## src/design/dtf_pkg.sv

```systemverilog
// Shared types, character codes and the power-of-ten table for the decimal text converter.
`timescale 1ns / 1ps

package dtf_pkg;

	// Parser phases, following the grammar of a decimal number.
	typedef enum logic [2:0] {
		PH_LEAD  = 3'd0,
		PH_INT   = 3'd1,
		PH_POINT = 3'd2,
		PH_FRAC  = 3'd3,
		PH_ERR   = 3'd4
	} phase_t;

	// Control sequencer states.
	typedef enum logic [1:0] {
		CS_PARSE  = 2'd0,
		CS_DIVIDE = 2'd1,
		CS_FINISH = 2'd2
	} ctl_state_t;

	localparam int FRAC_VALUE_BITS     = 30;
	localparam int FRAC_COUNT_BITS     = 4;
	localparam int MAX_FRACTION_DIGITS = 9;
	localparam int FRAC_OUT_BITS       = 32;
	localparam int DIV_STEPS           = 32;
	localparam int DIV_COUNT_BITS      = 5;

	localparam logic [7:0] CH_NUL   = 8'd0;
	localparam logic [7:0] CH_TAB   = 8'd9;
	localparam logic [7:0] CH_CR    = 8'd13;
	localparam logic [7:0] CH_BLANK = 8'd32;
	localparam logic [7:0] CH_PLUS  = 8'd43;
	localparam logic [7:0] CH_MINUS = 8'd45;
	localparam logic [7:0] CH_POINT = 8'd46;
	localparam logic [7:0] CH_ZERO  = 8'd48;
	localparam logic [7:0] CH_NINE  = 8'd57;

	// Ten to the power n for the kept fraction digit count.
	function automatic logic [FRAC_VALUE_BITS-1:0] pow10(input logic [FRAC_COUNT_BITS-1:0] n);
		logic [FRAC_VALUE_BITS-1:0] p;
		case (n)
			4'd1:    p = 30'd10;
			4'd2:    p = 30'd100;
			4'd3:    p = 30'd1000;
			4'd4:    p = 30'd10000;
			4'd5:    p = 30'd100000;
			4'd6:    p = 30'd1000000;
			4'd7:    p = 30'd10000000;
			4'd8:    p = 30'd100000000;
			4'd9:    p = 30'd1000000000;
			default: p = 30'd1;
		endcase
		return p;
	endfunction

endpackage

```

## src/design/decimal_text_to_fixed.sv

```systemverilog
// Top level: character-serial decimal text parser with a shared restoring divider.
// The block reads a decimal number one character item at a time and returns one
// signed Q31.32 result item when it sees the zero terminator. Leading blanks and
// control codes 9 to 13 are skipped, then an optional sign, integer digits, and an
// optional point that must be followed by at least one fraction digit. Every
// character other than the terminator is taken without a stall. The terminator
// leads straight to the finishing state when there are no fraction digits (or on
// a syntax error or saturation); otherwise the kept fraction digits, read as an
// integer, are divided by the matching power of ten over 32 steps of one shared
// compare-and-subtract unit, one quotient bit per cycle, followed by the finishing
// state, which applies the sign and loads the output register. While the divider
// runs, ch_stall is high. The result sits in an output register, so the next
// number's characters are accepted while a finished result waits to be taken.
// bad_syntax reports an illegal character or a point with no digits after it and
// forces the value to zero; saturated reports that the integer part passed
// 2^WHOLE_BITS - 1, in which case the largest magnitude is returned with the sign.
// Fraction digits beyond the ninth are checked but dropped.
`timescale 1ns / 1ps

module decimal_text_to_fixed
	import dtf_pkg::*;
#(
	parameter int WHOLE_BITS = 31
) (
	input  logic               clk,
	input  logic               arst_n,
	input  logic               ch_valid,
	output logic               ch_stall,
	input  logic [7:0]         ch,
	output logic               res_valid,
	input  logic               res_stall,
	output logic signed [63:0] value,
	output logic               bad_syntax,
	output logic               saturated
);

	localparam int WN_BITS = WHOLE_BITS + 4;

	// Parser state.
	phase_t                       phase_q, phase_d;
	logic                         negative_q;
	logic [WHOLE_BITS-1:0]        whole_q;
	logic [FRAC_VALUE_BITS-1:0]   fdv_q;
	logic [FRAC_COUNT_BITS-1:0]   fcnt_q;
	logic                         clamped_q;

	// Sequencer and divider state.
	ctl_state_t                   state_q, state_d;
	logic [FRAC_VALUE_BITS-1:0]   rem_q;
	logic [FRAC_OUT_BITS-1:0]     quo_q;
	logic [DIV_COUNT_BITS-1:0]    div_cnt_q;

	// Output register.
	logic                         res_valid_q;
	logic [63:0]                  value_q;
	logic                         bad_q;
	logic                         sat_q;

	// Character classification.
	logic       is_digit, is_blank, is_sign, is_term;
	logic [3:0] dval;
	logic       take_whole, take_frac, set_sign;

	always_comb begin
		is_digit = (ch >= CH_ZERO) && (ch <= CH_NINE);
		is_blank = (ch == CH_BLANK) || ((ch >= CH_TAB) && (ch <= CH_CR));
		is_sign  = (ch == CH_PLUS) || (ch == CH_MINUS);
		is_term  = (ch == CH_NUL);
		dval     = 4'(ch - CH_ZERO);
	end

	// Grammar: next phase and which accumulator a digit goes to.
	always_comb begin
		phase_d    = phase_q;
		take_whole = 1'b0;
		take_frac  = 1'b0;
		set_sign   = 1'b0;
		case (phase_q)
			PH_LEAD: begin
				if (is_blank) begin
					phase_d = PH_LEAD;
				end else if (is_sign) begin
					set_sign = 1'b1;
					phase_d  = PH_INT;
				end else if (is_digit) begin
					take_whole = 1'b1;
					phase_d    = PH_INT;
				end else if (ch == CH_POINT) begin
					phase_d = PH_POINT;
				end else begin
					phase_d = PH_ERR;
				end
			end
			PH_INT: begin
				if (is_digit) begin
					take_whole = 1'b1;
				end else if (ch == CH_POINT) begin
					phase_d = PH_POINT;
				end else begin
					phase_d = PH_ERR;
				end
			end
			PH_POINT, PH_FRAC: begin
				if (is_digit) begin
					take_frac = 1'b1;
					phase_d   = PH_FRAC;
				end else begin
					phase_d = PH_ERR;
				end
			end
			default: begin
				phase_d = PH_ERR;
			end
		endcase
	end

	// Integer accumulator: times ten plus digit, clamped at the all-ones bound.
	logic [WN_BITS-1:0] whole_ext, whole_next;
	logic               whole_over;

	always_comb begin
		whole_ext  = WN_BITS'(whole_q);
		whole_next = (whole_ext << 3) + (whole_ext << 1) + WN_BITS'(dval);
		whole_over = |whole_next[WN_BITS-1:WHOLE_BITS];
	end

	// Fraction accumulator; the count limit keeps the value inside 30 bits.
	logic [FRAC_VALUE_BITS+3:0] fdv_ext, fdv_next;
	logic                       frac_room;

	always_comb begin
		fdv_ext   = (FRAC_VALUE_BITS + 4)'(fdv_q);
		fdv_next  = (fdv_ext << 3) + (fdv_ext << 1) + (FRAC_VALUE_BITS + 4)'(dval);
		frac_room = fcnt_q < FRAC_COUNT_BITS'(MAX_FRACTION_DIGITS);
	end

	// Shared divider step: one restoring compare-and-subtract per cycle.
	logic [FRAC_VALUE_BITS-1:0] divisor;
	logic [FRAC_VALUE_BITS:0]   rem2;
	logic [FRAC_VALUE_BITS+1:0] diff;
	logic                       ge;

	always_comb begin
		divisor = pow10(fcnt_q);
		rem2    = {rem_q, 1'b0};
		diff    = (FRAC_VALUE_BITS + 2)'(rem2) - (FRAC_VALUE_BITS + 2)'(divisor);
		ge      = ~diff[FRAC_VALUE_BITS+1];
	end

	// Result assembly in the finishing cycle.
	logic        bad_now, need_div;
	logic [63:0] mag, signed_mag;

	always_comb begin
		bad_now  = (phase_q == PH_ERR) || (phase_q == PH_POINT);
		need_div = !bad_now && !clamped_q && (fcnt_q != '0);
		if (bad_now) begin
			mag = '0;
		end else if (clamped_q) begin
			mag = (64'd1 << (WHOLE_BITS + FRAC_OUT_BITS)) - 64'd1;
		end else begin
			mag = (64'(whole_q) << FRAC_OUT_BITS) | 64'(quo_q);
		end
		signed_mag = (negative_q && !bad_now) ? (~mag + 64'd1) : mag;
	end

	// Sequencer.
	logic ch_take, div_start, div_step, res_load;

	always_comb begin
		state_d   = state_q;
		div_start = 1'b0;
		div_step  = 1'b0;
		res_load  = 1'b0;
		ch_take   = 1'b0;
		case (state_q)
			CS_PARSE: begin
				ch_take = ch_valid;
				if (ch_valid && is_term) begin
					div_start = 1'b1;
					state_d   = need_div ? CS_DIVIDE : CS_FINISH;
				end
			end
			CS_DIVIDE: begin
				div_step = 1'b1;
				if (div_cnt_q == DIV_COUNT_BITS'(DIV_STEPS - 1)) begin
					state_d = CS_FINISH;
				end
			end
			CS_FINISH: begin
				if (!res_valid_q || !res_stall) begin
					res_load = 1'b1;
					state_d  = CS_PARSE;
				end
			end
			default: begin
				state_d = CS_PARSE;
			end
		endcase
	end

	always_ff @(posedge clk or negedge arst_n) begin
		if (!arst_n) begin
			state_q <= CS_PARSE;
		end else begin
			state_q <= state_d;
		end
	end

	// Parser registers; they return to reset values once the result is loaded.
	always_ff @(posedge clk or negedge arst_n) begin
		if (!arst_n) begin
			phase_q    <= PH_LEAD;
			negative_q <= 1'b0;
			whole_q    <= '0;
			fdv_q      <= '0;
			fcnt_q     <= '0;
			clamped_q  <= 1'b0;
		end else if (res_load) begin
			phase_q    <= PH_LEAD;
			negative_q <= 1'b0;
			whole_q    <= '0;
			fdv_q      <= '0;
			fcnt_q     <= '0;
			clamped_q  <= 1'b0;
		end else if (ch_take && !is_term) begin
			phase_q <= phase_d;
			if (set_sign) begin
				negative_q <= (ch == CH_MINUS);
			end
			if (take_whole) begin
				if (whole_over) begin
					whole_q   <= '1;
					clamped_q <= 1'b1;
				end else begin
					whole_q <= whole_next[WHOLE_BITS-1:0];
				end
			end
			if (take_frac && frac_room) begin
				fdv_q  <= fdv_next[FRAC_VALUE_BITS-1:0];
				fcnt_q <= fcnt_q + 1'b1;
			end
		end
	end

	// Divider registers.
	always_ff @(posedge clk or negedge arst_n) begin
		if (!arst_n) begin
			div_cnt_q <= '0;
		end else if (div_start) begin
			div_cnt_q <= '0;
		end else if (div_step) begin
			div_cnt_q <= div_cnt_q + 1'b1;
		end
	end

	always_ff @(posedge clk) begin
		if (div_start) begin
			rem_q <= fdv_q;
			quo_q <= '0;
		end else if (div_step) begin
			rem_q <= ge ? diff[FRAC_VALUE_BITS-1:0] : rem2[FRAC_VALUE_BITS-1:0];
			quo_q <= {quo_q[FRAC_OUT_BITS-2:0], ge};
		end
	end

	// Output register.
	always_ff @(posedge clk or negedge arst_n) begin
		if (!arst_n) begin
			res_valid_q <= 1'b0;
		end else if (res_load) begin
			res_valid_q <= 1'b1;
		end else if (!res_stall) begin
			res_valid_q <= 1'b0;
		end
	end

	always_ff @(posedge clk) begin
		if (res_load) begin
			value_q <= signed_mag;
			bad_q   <= bad_now;
			sat_q   <= !bad_now && clamped_q;
		end
	end

	assign ch_stall   = (state_q != CS_PARSE);
	assign res_valid  = res_valid_q;
	assign value      = signed'(value_q);
	assign bad_syntax = bad_q;
	assign saturated  = sat_q;

	// The remainder of a restoring division always stays below the divisor.
	assert property (@(posedge clk) disable iff (!arst_n)
		(state_q == CS_DIVIDE) |-> (rem_q < divisor))
		else $error("divider remainder reached the divisor");

	// The last divider step always hands over to the finishing cycle.
	assert property (@(posedge clk) disable iff (!arst_n)
		(state_q == CS_DIVIDE && div_cnt_q == DIV_COUNT_BITS'(DIV_STEPS - 1))
		|=> (state_q == CS_FINISH))
		else $error("divider did not finish after its last step");

	// A new result only appears out of the finishing cycle.
	assert property (@(posedge clk) disable iff (!arst_n)
		$rose(res_valid_q) |-> $past(state_q == CS_FINISH))
		else $error("result appeared without a finishing cycle");

	// The kept fraction digit count never passes its limit.
	assert property (@(posedge clk) disable iff (!arst_n)
		fcnt_q <= FRAC_COUNT_BITS'(MAX_FRACTION_DIGITS))
		else $error("fraction digit count passed its limit");

	// Saturation and a syntax error are never reported together.
	assert property (@(posedge clk) disable iff (!arst_n)
		res_valid_q |-> !(bad_q && sat_q))
		else $error("both error flags set on one result");

endmodule
```

## config.mk

```make
export PLATFORM = sky130hd
export DESIGN_NAME = decimal_text_to_fixed
export DESIGN_NICKNAME = d
export VERILOG_FILES = /design/src/design/dtf_pkg.sv /design/src/design/decimal_text_to_fixed.sv
export SDC_FILE = /design/constraint.sdc
export NUM_CORES = 1
export LEC_CHECK = 0
export ABC_AREA = 1
export BUFFER_PORTS_ARGS = -buffer_cell sky130_fd_sc_hd__buf_2
export CAP_MARGIN = 20
export CORE_MARGIN = 1.5
export CORE_UTILIZATION = 61
export DETAILED_ROUTE_END_ITERATION = 12
export GPL_TIMING_DRIVEN = 0
export PLACE_DENSITY_LB_ADDON = 0.12
export SLEW_MARGIN = 10
export SYNTH_ARGS = -nofsm -noshare
export SYNTH_HDL_FRONTEND = slang
export SYNTH_SLANG_ARGS = --single-unit
```

## constraint.sdc

```tcl
create_clock -name clk -period 7.7 [get_ports clk]
set_clock_uncertainty 0.2 [all_clocks]
set_input_delay 1.155 -clock clk [delete_from_list [all_inputs] [get_ports clk]]
set_output_delay 1.155 -clock clk [all_outputs]
set_load 0.01 [all_outputs]
```

### Word level (Yosys, flattened, before mapping)

Memory sizes are Yosys's and may differ from the RTL's.
Index checks and enable logic that the tools add are counted.

* flip-flop bits (word level): 206
* bits in read-only memories: 480
* input bits: 12
* output and inout port bits: 68
* word-level logic and storage cells: 140
* memories kept: 1

* add/subtract/negate cells: 9
* $lt $le $gt $ge: 5
* equality and inequality tests: 16
* muxes and demuxes: 55
* bitwise operators: 3
* reduce and logical (&&, ||, !) cells: 37

Memory list
* (no name shown): depth 16, width 30, rd ports 1, clocked after Yosys merged registers in 0, wr ports 0, RTL line dtf_pkg.sv:42 `case (n)`

Operators with widths (number)
* $mux W30: 6
* $mux W63: 2
* $mux W31: 4
* $add A64 B1 Y64 const B: 1
* $mux W64: 1
* $not A64 Y64: 1
* $or A63 B32 Y63: 1
* $add A34 B32 Y35: 1
* $add A35 B4 Y35: 1
* $eq A8 B6 Y1 const B: 4
* $sub A31 B30 Y32: 1
* $add A30 B30 Y30: 1
* $add A30 B4 Y30: 1
* $mux W3: 8
* $mux W1: 22
* $reduce_bool A2 Y1: 7
* $mux W4: 3
* $mux W5: 2
* $logic_and A1 B1 Y1: 9
* $pmux W3 S3: 1
* $ge A8 B4 Y1 const B: 1
* $ge A8 B6 Y1 const B: 1
* $le A8 B4 Y1 const B: 1
* $le A8 B6 Y1 const B: 1
* other kinds (27): 44

### Logic depth before layout (Yosys ltp)

* depth in word-level cells: 9
* gate-level depth with buffers: 20

### Least setup slack after synthesis

Ideal clock, no wire load.

* path type: input to register
* from: input res_stall
* to: register phase_q[0]
* setup time: 0.138 ns
* data arrival time: 7.002 ns
* required time: 7.362 ns
* slack: 0.361 ns
* stages: 6
* path through: nand2_1 inv_1 nor3_1 inv_1 nand2_1 o21ai_0

* longest elaborated chain between the ends: 6
* elaborated cells between the ends (all ways): 8
* those cells by class: eq/ne (1); mux (3); reduce/logical (4)

RTL lines
* start: declaration: RTL line decimal_text_to_fixed.sv:31 `input logic res_stall,`
* $logic_not A1 Y1 (*)
* $logic_or A1 B1 Y1 (*): RTL line decimal_text_to_fixed.sv:191 `if (!res_valid_q || !res_stall) begin`
* $mux W1 (*): RTL line decimal_text_to_fixed.sv:191
* $mux W1 (*): RTL line decimal_text_to_fixed.sv:176 `case (state_q)`
* named net res_load: RTL line decimal_text_to_fixed.sv:168 `logic ch_take, div_start, div_step, res_load;`
* $ne A3 B3 Y1 (no source line) or $reduce_bool A2 Y1 (tied branches)
* $reduce_and A2 Y1 (no source line)
* end signal: assignment: RTL line decimal_text_to_fixed.sv:227 `phase_q <= phase_d;`
* end: declaration: RTL line decimal_text_to_fixed.sv:40 `phase_t phase_q, phase_d;`

The timed path passes the listed nets; every way through them passes the cells marked *.
A chain may end at the register's enable or synchronous reset.

### Final worst setup path

* from: register fcnt_q[0]
* to: register rem_q[24], data pin

* longest elaborated chain between the ends: 5

RTL lines
* start: declaration: RTL line decimal_text_to_fixed.sv:44 `logic [FRAC_COUNT_BITS-1:0] fcnt_q;`
* start signal: assignment: RTL line decimal_text_to_fixed.sv:241 `fcnt_q <= fcnt_q + 1'b1;`
* $mem_v2 Z16 W30
* $sub A31 B30 Y32: RTL line decimal_text_to_fixed.sv:146 `diff = (FRAC_VALUE_BITS + 2)'(rem2) - (FRAC_VALUE_BITS + 2)'(divisor);`
* $mux W30: RTL line decimal_text_to_fixed.sv:262 `rem_q <= ge ? diff[FRAC_VALUE_BITS-1:0] : rem2[FRAC_VALUE_BITS-1:0];`
* $mux W30: RTL line decimal_text_to_fixed.sv:261 `end else if (div_step) begin`
* $mux W30: RTL line decimal_text_to_fixed.sv:258 `if (div_start) begin`
* end signal: assignment: RTL line decimal_text_to_fixed.sv:259 `rem_q <= fdv_q;`
* end signal: assignment: RTL line decimal_text_to_fixed.sv:262
* end: declaration: RTL line decimal_text_to_fixed.sv:49 `logic [FRAC_VALUE_BITS-1:0] rem_q;`

Every way passes these cells. The select of a mux whose other input is x is not followed.

==> results.tsv <==
stage	metric	value	unit
run_status	status	completed	
detailed_routing	firstDrtPassIters	6	
synthesis	synth_fa_ha_area_share	11.7	%
sta	rsz0062_at_grt	false	
clock_network	cts_made_buffers	23	
cells_and_area	final_layout_size_suffix_gt1_share	8.62	%
clock_network	clock_latency	530	ps
floorplanning	fp.dieW	172	µm
power	clkPwrFrac	36.3	%
clock_network	clockRootBuffer	clkbuf_16	
clock_network	path_clk_slew	70	ps
sta	setup_viol	0	
floorplanning	die_h	172	µm
clock_network	cts_sinks	206	
placement	dp_cells	2935	
placement	portBuffers	79	
floorplanning	coreArea	27900	µm²
placement	hpwl	41500	µm
cells_and_area	diodes	0	
synthesis	yosys.area_share.simple	32.2	%
critical_path	path_class	reg -> reg	
critical_path	crit_fanout	10	
detailed_routing	drt_iter0_drc	1966	
synthesis	muxShareOfSynthArea	0	%
worst_hold_path	holdCritPathClass	in -> async	
sta	fmax	0.242	GHz
placement	gp_congestion	0.986	
critical_path	crit_required	7770	ps
clock_network	clock_path_buffers	3	
power	seqPwrFrac	43.2	%
synthesis	synth_edf_count	96	
grt	antenna_found_initial	0	
synthesis	synth.top_cell.area_share	16.9	%
cells_and_area	layout_commonest_cell	nand2_1	
synthesis	ys_ff_latch	206	
floorplanning	fp-row-count	61	
clock_network	cts_resized	0	
sta	holdWs	284	ps
cells_and_area	fillers	2441	
power	comb_power_share	20.5	%
power	power_leakage	9.80	nW
detailed_routing	vias	17238	
clock_network	postCtsSetupBuffers	0	
synthesis	synth_nets	2643	
grt	grt_pass1_vias	15652	
power	peakVddDrop	128	µV
sta	period_share	53.6	%
cells_and_area	final_nets	2754	
synthesis	synth_compound_area_share	13.1	%
power	power.density	152	nW/µm²
detailed_routing	ant_nets	0	
power	p_sw	0.000906	W
cells_and_area	most-common-layout-cells	781 x nand2_1, 253 x inv_1, 203 x nor2_1	
synthesis	synth-main-ff-cell	edfxtp_1	
clock_network	cts_hold_buf	0	
synthesis	synth_area_leaders	nand2_1 17%, edfxtp_1 17%, dfrtp_1 11%, ha_1 11%, inv_1 5.5%	
power	internal_power	0.00200	W
floorplanning	initial_core_util	62.3	%
sta	period_minus_slack	4130	ps
cells_and_area	area_growth	9.64	%
detailed_routing	routed_wl	51300	µm
synthesis	avgSynthCellArea	7.02	µm²
synthesis	synth_top_family_by_area	simple AND/OR/NAND/NOR gates	
clock_network	cts_tree	built	
clock_network	htreeDepth	1	
detailed_routing	drc	0	
grt	grt_max_degree	67	
detailed_routing	via_per_inst	5.79	
sta	maxSlewViolCount	0	
floorplanning	dieArea	29500	µm²
synthesis	synth_xor_area_share	3.89	%
grt	gr-total-overflow	0	
synthesis	ys_async_sr_fraction	37.9	%
synthesis	synth_cells	2471	
critical_path	start_kind	flip-flop	
synthesis	synth_area_leader_cell	nand2_1	
synthesis	synth_sequential_area_ratio	31.5	%
sta	finalHoldViolCount	0	
grt	grt_usage	35.0	%
power	swShare	31.2	%
sta	slew-limit-headroom	47.0	%
job	maxCapViolCount	0	
detailed_routing	post_drt_wl_per_cell	17.2	µm
synthesis	yosysWarnings	0	
critical_path	critPathArrivalTime	4200	ps
grt	grt_pass1_wl	80500	µm
critical_path	end_kind	flip-flop	
synthesis	synth.distinct_cells	55	
synthesis	synth_area	17400	µm²
sta	tightest_slew	795	ps
cells_and_area	fin_cells	2977	
floorplanning	io_pins	80	
## flip-flops by register name, indices dropped and copies added (netlist names)
register	count
fdv_q	30
div_cnt_q	5
state_q	2
clamped_q	1
value	64
rem_q	30
negative_q	1
quo_q	32
fcnt_q	4
whole_q	31
res_valid	1
saturated	1
phase_q	3
bad_syntax	1
## path summary, 6_finish.rpt
| kind | start | endpoint | slack, ps | cells after the start |
|---|---|---|---|---|
| setup reg to reg | fcnt_q[0]$_DFFE_PN0P_ | rem_q[24]$_DFFE_PP_ | 3570 | 15 |
| hold / removal | arst_n | fdv_q[2]$_DFFE_PN0P_ | 280 | 1 |
| max in group asynchronous | arst_n | div_cnt_q[2]$_DFFE_PN0P_ | 6420 | 2 |
| setup / recovery | fcnt_q[0]$_DFFE_PN0P_ | rem_q[24]$_DFFE_PP_ | 3570 | 15 |
| hold reg to reg | fdv_q[29]$_DFFE_PN0P_ | fdv_q[29]$_DFFE_PN0P_ | 310 | 2 |
| min in group clk | fdv_q[29]$_DFFE_PN0P_ | fdv_q[29]$_DFFE_PN0P_ | 310 | 2 |
## routing by layer
| layer | up-vias | wire length [µm] | GRT usage, % | part of all wire (%) |
|---|---|---|---|---|
| met4 | 0 | 1210 | 8.77 | 2.4 |
| met1 | 7918 | 23600 | 52.5 | 46 |
| met3 | 98 | 5030 | 4.53 | 9.8 |
| met2 | 775 | 21400 | 53.0 | 42 |
| li1 | 8447 | - | - | - |
| met5 | - | 0 | 0 | 0 |
## cell usage after synthesis (6+ instances only)
master	number
o21a_1	6
ha_1	155
xor2_1	39
nor2_1	203
buf_6	7
o21ai_0	138
buf_2	28
nand3_1	166
nor3_1	31
nand2_1	781
inv_2	6
o21ai_2	16
nand2_2	7
nand4_1	28
clkbuf_1	24
inv_1	253
a21oi_1	121
or2_1	6
or2_2	10
nand3b_1	51
o22ai_1	35
edfxtp_1	96
xnor2_1	38
nor2_2	11
o21ai_1	30
o21bai_1	11
dfxtp_1	32
dfrtp_1	78
## cell families after synthesis
group	Yosys count
buf+inv	321
compound gates	396
fa+ha+maj	160
xor+xnor	77
simple gates	1311
flops	206
## worst max-delay path, cell delays in order, from the launching register on
cell and delay [ps]:
dfrtp_1 490, inv_1 200, ha_1 240, nand2_1 70
nor2_1 290, inv_1 150, ha_1 370, a21oi_1 250
o21ai_0 210, a21oi_1 190, o21a_1 170, clkbuf_1 360
clkbuf_1 360, nand3b_1 130, nand3_1 120, nand2_1 80
## per-stage QoR
stage	setup slack [ps]	setup TNS [ps]	power [W]	utilization (%)	area, µm²
after floorplan	361	0	0.00167	-	17400
after global placement	-2270	-168880	0.00183	65.4	18200
after detailed placement	3360	0	0.00185	65.8	18300
after CTS	3680	0	0.00289	68.3	19000
after global routing	3240	0	0.00300	68.3	19000
final	3570	0	0.00290	68.3	19000
## layout make-up
class / count / area (µm²) / area share, %
Clock inverter: 9 / 71.3 / 0.375
Inverter: 259 / 972 / 5.11
Multi-Input combinational cell: 1944 / 10600 / 55.6
Buffer: 62 / 328 / 1.72
Clock buffer: 33 / 643 / 3.38
Timing Repair Buffer: 86 / 482 / 2.53
Tap cell: 378 / 473 / 2.49
Sequential cell: 206 / 5480 / 28.8
## power groups by stage
| stage | logic (W) | clock network [W] | registers, W |
|---|---|---|---|
| final | 0.000596 | 0.00105 | 0.00125 |
| after global routing | 0.000646 | 0.00110 | 0.00126 |
| after detailed placement | 0.000576 | 0 | 0.00127 |
| after floorplan | 0.000400 | 0 | 0.00127 |
| after global placement | 0.000556 | 0 | 0.00128 |
| after CTS | 0.000580 | 0.00105 | 0.00125 |
(Power assumes the default switching activity.)
